<file path="src/hw/rtl/blr_pkg.sv">
// Package for the Bresenham line rasterizer: coordinate and error widths,
// opcodes and the packed beat types of the item and pixel channels.
// No dependencies.
`default_nettype none

package blr_pkg;

    localparam int COORD_BITS = 12;
    localparam int COLOR_BITS = 8;
    localparam int ERR_BITS   = COORD_BITS + 2;

    typedef logic [COORD_BITS-1:0]   coord_t;
    typedef logic [COLOR_BITS-1:0]   color_t;
    typedef logic signed [ERR_BITS-1:0] err_t;

    typedef enum logic
    {
        OP_START   = 1'b0,
        OP_ADVANCE = 1'b1
    } op_t;

    typedef struct packed
    {
        op_t    op;
        coord_t start_x;
        coord_t start_y;
        coord_t end_x;
        coord_t end_y;
        color_t red;
        color_t green;
        color_t blue;
    } item_t;

    typedef struct packed
    {
        logic   valid_res;
        coord_t pixel_x;
        coord_t pixel_y;
        color_t pixel_red;
        color_t pixel_green;
        color_t pixel_blue;
        logic   last;
    } pixel_t;

endpackage

`default_nettype wire

</file>
<file path="src/hw/rtl/bresenham_line_rasterizer.sv">
// Bresenham line rasterizer, all octants, one pixel per item.
// An accepted item beat's pixel beat is registered and shows in the next cycle.
// Throughput: 1 item per cycle while pixel_stall is low; error step and state
// update are combinational, and out_reg is refilled in the cycle it drains.
// Reset: asynchronous, active low; no line active and no pixel pending.
// Depends on blr_pkg.
`default_nettype none

module bresenham_line_rasterizer
    import blr_pkg::*;
(
    input  wire logic   clk,
    input  wire logic   rst_n,
    input  wire logic   item_valid,
    output logic        item_stall,
    input  wire item_t  item,
    output logic        pixel_valid,
    input  wire logic   pixel_stall,
    output pixel_t      pixel
);

    localparam int EXT_BITS = ERR_BITS + 1;

    typedef logic signed [EXT_BITS-1:0] ext_t;

    coord_t cur_x_reg, cur_y_reg, tgt_x_reg, tgt_y_reg;
    coord_t span_x_reg, span_y_reg;
    logic   neg_x_reg, neg_y_reg;
    err_t   err_reg;
    color_t red_reg, green_reg, blue_reg;
    logic   active_reg;
    logic   out_valid_reg;
    pixel_t out_reg;

    coord_t cur_x_next, cur_y_next, tgt_x_next, tgt_y_next;
    coord_t span_x_next, span_y_next;
    logic   neg_x_next, neg_y_next;
    err_t   err_next;
    color_t red_next, green_next, blue_next;
    logic   active_next;
    pixel_t out_next;

    logic   accept;
    logic   at_end;
    logic   step_x, step_y;
    ext_t   e2, sx_ext, sy_ext, err_sum;

    assign item_stall  = out_valid_reg & pixel_stall;
    assign accept      = item_valid & ~item_stall;
    assign pixel_valid = out_valid_reg;
    assign pixel       = out_reg;

    // error step
    assign e2     = ext_t'({err_reg, 1'b0});
    assign sx_ext = ext_t'({3'b000, span_x_reg});
    assign sy_ext = ext_t'({3'b000, span_y_reg});
    assign step_x = e2 > -sy_ext;
    assign step_y = e2 < sx_ext;
    assign err_sum = ext_t'({err_reg[ERR_BITS-1], err_reg})
                   - (step_x ? sy_ext : ext_t'(0))
                   + (step_y ? sx_ext : ext_t'(0));

    always_comb
    begin
        cur_x_next  = cur_x_reg;
        cur_y_next  = cur_y_reg;
        tgt_x_next  = tgt_x_reg;
        tgt_y_next  = tgt_y_reg;
        span_x_next = span_x_reg;
        span_y_next = span_y_reg;
        neg_x_next  = neg_x_reg;
        neg_y_next  = neg_y_reg;
        err_next    = err_reg;
        red_next    = red_reg;
        green_next  = green_reg;
        blue_next   = blue_reg;
        unique case (item.op)
            OP_START:
            begin
                cur_x_next  = item.start_x;
                cur_y_next  = item.start_y;
                tgt_x_next  = item.end_x;
                tgt_y_next  = item.end_y;
                neg_x_next  = !(item.start_x < item.end_x);
                neg_y_next  = !(item.start_y < item.end_y);
                span_x_next = neg_x_next ? item.start_x - item.end_x
                                         : item.end_x - item.start_x;
                span_y_next = neg_y_next ? item.start_y - item.end_y
                                         : item.end_y - item.start_y;
                err_next    = err_t'({2'b00, span_x_next}) - err_t'({2'b00, span_y_next});
                red_next    = item.red;
                green_next  = item.green;
                blue_next   = item.blue;
            end
            OP_ADVANCE:
            begin
                if (active_reg)
                begin
                    err_next = err_sum[ERR_BITS-1:0];
                    if (step_x)
                    begin
                        cur_x_next = neg_x_reg ? cur_x_reg - coord_t'(1)
                                               : cur_x_reg + coord_t'(1);
                    end
                    if (step_y)
                    begin
                        cur_y_next = neg_y_reg ? cur_y_reg - coord_t'(1)
                                               : cur_y_reg + coord_t'(1);
                    end
                end
            end
            default:
            begin
            end
        endcase
    end

    assign at_end = (cur_x_next == tgt_x_next) && (cur_y_next == tgt_y_next);

    always_comb
    begin
        out_next    = '0;
        active_next = active_reg;
        if ((item.op == OP_START) || active_reg)
        begin
            out_next.valid_res   = 1'b1;
            out_next.pixel_x     = cur_x_next;
            out_next.pixel_y     = cur_y_next;
            out_next.pixel_red   = red_next;
            out_next.pixel_green = green_next;
            out_next.pixel_blue  = blue_next;
            out_next.last        = at_end;
            active_next          = !at_end;
        end
    end

    always_ff @(posedge clk or negedge rst_n)
    begin
        if (!rst_n)
        begin
            active_reg    <= 1'b0;
            out_valid_reg <= 1'b0;
        end
        else
        begin
            if (accept)
            begin
                active_reg    <= active_next;
                out_valid_reg <= 1'b1;
            end
            else if (!pixel_stall)
            begin
                out_valid_reg <= 1'b0;
            end
        end
    end

    always_ff @(posedge clk)
    begin
        if (accept)
        begin
            cur_x_reg  <= cur_x_next;
            cur_y_reg  <= cur_y_next;
            tgt_x_reg  <= tgt_x_next;
            tgt_y_reg  <= tgt_y_next;
            span_x_reg <= span_x_next;
            span_y_reg <= span_y_next;
            neg_x_reg  <= neg_x_next;
            neg_y_reg  <= neg_y_next;
            err_reg    <= err_next;
            red_reg    <= red_next;
            green_reg  <= green_next;
            blue_reg   <= blue_next;
            out_reg    <= out_next;
        end
    end

endmodule

`default_nettype wire
</file>
<file path="config.mk">
export PLATFORM = sky130hd
export DESIGN_NAME = bresenham_line_rasterizer
export DESIGN_NICKNAME = d
export VERILOG_FILES = /design/src/hw/rtl/blr_pkg.sv /design/src/hw/rtl/bresenham_line_rasterizer.sv
export SDC_FILE = /design/constraint.sdc
export NUM_CORES = 1
export LEC_CHECK = 0
export BUFFER_PORTS_ARGS = -buffer_cell sky130_fd_sc_hd__buf_2
export CAP_MARGIN = 20
export CORE_AREA = 2 2 147 221
export DETAILED_ROUTE_END_ITERATION = 12
export DIE_AREA = 0 0 149 223
export PLACE_DENSITY = 0.58
export SLEW_MARGIN = 30
export SYNTH_ARGS = -nofsm -noshare
export SYNTH_HDL_FRONTEND = slang
export SYNTH_SLANG_ARGS = --single-unit
</file>
<file path="constraint.sdc">
create_clock -name clk -period 11.1 [get_ports clk]
set_input_delay 1.665 -clock clk [delete_from_list [all_inputs] [get_ports clk]]
set_output_delay 1.665 -clock clk [all_outputs]
set_load 0.02 [all_outputs]
</file>
==> run summary <==
status: finished clean
CP Capture Type: flop
# H-tree levels: 4
worst skew pair latency: 450 ps
GRT Max-Usage Layer: met2
number of global-route vias before repair: 9394
synth warn: 0
max reg flops: 50
number of synthesized flops with an enable pin: 162
Post-synth ARST share: 1.22%
Post-Syn Nets: 1448
Power per Cell Area: 211 mW/mm²
first-pass GRT wire length: 49400 µm
most frequent cells in the layout: edfxtp_1, inv_1, buf_2
Netlist cell types: 77
Max FO, Critical Path: 12
# IOs: 129
final hold violation count: 0
Chip Width: 149 µm
Max IR drop VDD: 0.125 mV
Avg Synthesized Cell Area: 10.1 µm²
initial antenna violation count: 2
CP most frequent cell: o21ai_0
fmax: 152 MHz
Layout fillers: 3099
Worst Hold Slack: 530 ps
Die Footprint: 0.0332 mm²
grt ovf: 0
routed vias: 9184
port bufs: 128
minimum clock period: 6590 ps
vias per inst: 5.18
#FFs+latches synth: 164
Worst Path Arrival: 6790 ps
first-pass detailed-route iteration total: 5
CTS resizes: 0
Fin Clk Skew: 11.3 ps
post-route cell area: 0.0140 mm²
Final Max Tran Viols: 0
final worst path period share: 59.4%
detailed placement HPWL: 25100 µm
GRT Total Usage: 19.5%
Syn Std Cell Area: 0.0124 mm²
met1 GRT Util: 21.2%
final net count: 1565
ys flop type: edfxtp_1
Die Span Y: 223 µm
leak pwr: 6.13 nW
maximum clock insertion buffer count: 2
DRT antenna net count: 0
layout cells sized above 1: 15.9%
Placed Instance Area: 0.0135 mm²
wire per inst: 17.8 µm
Remaining DRCs: 0
Crit path required time: 11300 ps
Cells after Synth: 1233
commonest non-fill, non-tap cell in the layout: edfxtp_1
Setup Total Neg Slack: 0 ps
Starting DRT DRC Count: 439
worst hold path class: reg -> reg
Seq. cell area: 0.00491 mm²
met3 global-route usage: 3.37%
multi-input logic area: 0.00676 mm²
startpoint types: flop
GR Layer Usage met2: 36.3%
Reg clk slew, reported paths: 70 ps
max-cap viol count: 0
cts hold-fix bufs: 0
core footprint: 0.0314 mm²
root buffer cell: clkbuf_16
Setup Buffers After CTS: 0
delay-heaviest family, CP: compound AO/OA/AOI/OAI gates
CP max stage cell: fa_1
total CTS buffers: 17
Slew @ Worst Pin: 886 ps
# rows: 80
RSZ-0062 raised after global routing: false
CTS tree: yes
final wirelength: 31600 µm
Area Overhead vs Synth: 12.9%
pin count of the biggest net entering global routing: 84
Rel. slew slack: 39.4%
crit-path max cell delay: 500 ps
setup violators final: 0
sequential element share of the synthesized area: 39.6%
CTS sink cnt: 164
Starting Density: 39.5%
buffers and inverters on the worst path: 2
crit path kind: reg -> reg
Routability Congestion: 0.833
power by group:
| part | internal, mW | switching [mW] |
|---|---|---|
| Clock | 0.309 | 0.257 |
| Combinational | 0.639 | 0.880 |
| Sequential | 0.815 | 0.0541 |
cells in the mapped netlist, types with 13 or more instances:
library cell	n	area (µm²)
edfxtp_1	162	4860
inv_1	151	567
ha_1	119	1490
nand2_1	86	323
o21ai_0	78	390
a21oi_1	62	310
and2_1	61	382
nor2_1	58	218
xnor2_1	52	455
xor2_1	40	350
a21o_1	36	270
mux2_2	31	349
clkbuf_1	30	113
mux2i_1	28	280
nor3_1	21	105
fa_1	19	380
nand3_1	19	95.1
nor2b_1	13	81.3
through the flow:
stage | instances | worst slack [ps] | power [mW] | utilization (%)
after global placement | 1741 | 4500 | 2.38 | 42.8
after floorplan | 1233 | 4760 | 2.01 | -
after CTS | 1773 | 4480 | 2.98 | 44.5
final | 1774 | 4510 | 2.95 | 44.6
after detailed placement | 1741 | 4430 | 2.40 | 42.8
after global routing | 1774 | 3980 | 3.19 | 44.6
per-layer routing:
metal | up-vias | routed length (µm) | share of wire (%)
li1 | 4577 | - | -
met1 | 4384 | 12300 | 39
met2 | 164 | 17000 | 54
met3 | 57 | 1140 | 3.6
met4 | 2 | 1060 | 3.4
met5 | - | 13 | 0.041
path summary, 6_finish.rpt:
kind / startpoint / endpoint / slack (ps) / depth (start not counted)
worst max-delay path: span_y_reg[2] / err_reg[12] / 4510 / 27
worst min-delay path: pixel_valid / pixel_valid / 530 / 2
worst max register to register: span_y_reg[2] / err_reg[12] / 4510 / 27
worst min register to register: pixel_valid / pixel_valid / 530 / 2
max in group asynchronous: rst_n / pixel_valid / 9980 / 1
min in group asynchronous: rst_n / active_reg / 1000 / 1
final cells by class:
| cell class | instances | share of cell area, % |
|---|---|---|
| Multi-Input combinational cell | 880 | 48.2 |
| Sequential cell | 164 | 35.1 |
| Timing Repair Buffer | 136 | 5.05 |
| Inverter | 151 | 4.06 |
| Tap cell | 410 | 3.66 |
| Clock buffer | 20 | 3.12 |
| Clock inverter | 12 | 0.750 |
| Antenna cell | 1 | 0.0179 |
logic make-up after synthesis:
family / Yosys count / synth area share, %
xor+xnor: 93 / 6.68
flops: 164 / 39.6
compound gates: 267 / 14.0
fa+ha+maj: 138 / 15.1
mux: 62 / 5.49
simple gates: 320 / 13.2
buf+inv: 189 / 5.92
worst register-to-register path: stages, from the launching register on:
cell      delay [ps]
edfxtp_1         470
nor2_1           250
nand2_1          100
nor3_1           200
nand2_1          220
o41ai_1          290
o21ai_0          170
ha_1             320
o21a_1           200
a211oi_2         410
nand2_1          120
mux2i_1          130
buf_4            180
and2_1           180
fa_1             500
inv_1             40
ha_1             320
nor2b_1          140
o21ai_0          200
a21boi_0         160
o21ai_0          350
a21boi_0         180
o21ai_0          240
a21boi_0         150
o21ai_0          330
a21oi_1          130
xor2_1           170
a21o_1           180
No activity file was read; power rests on OpenSTA's default activity.
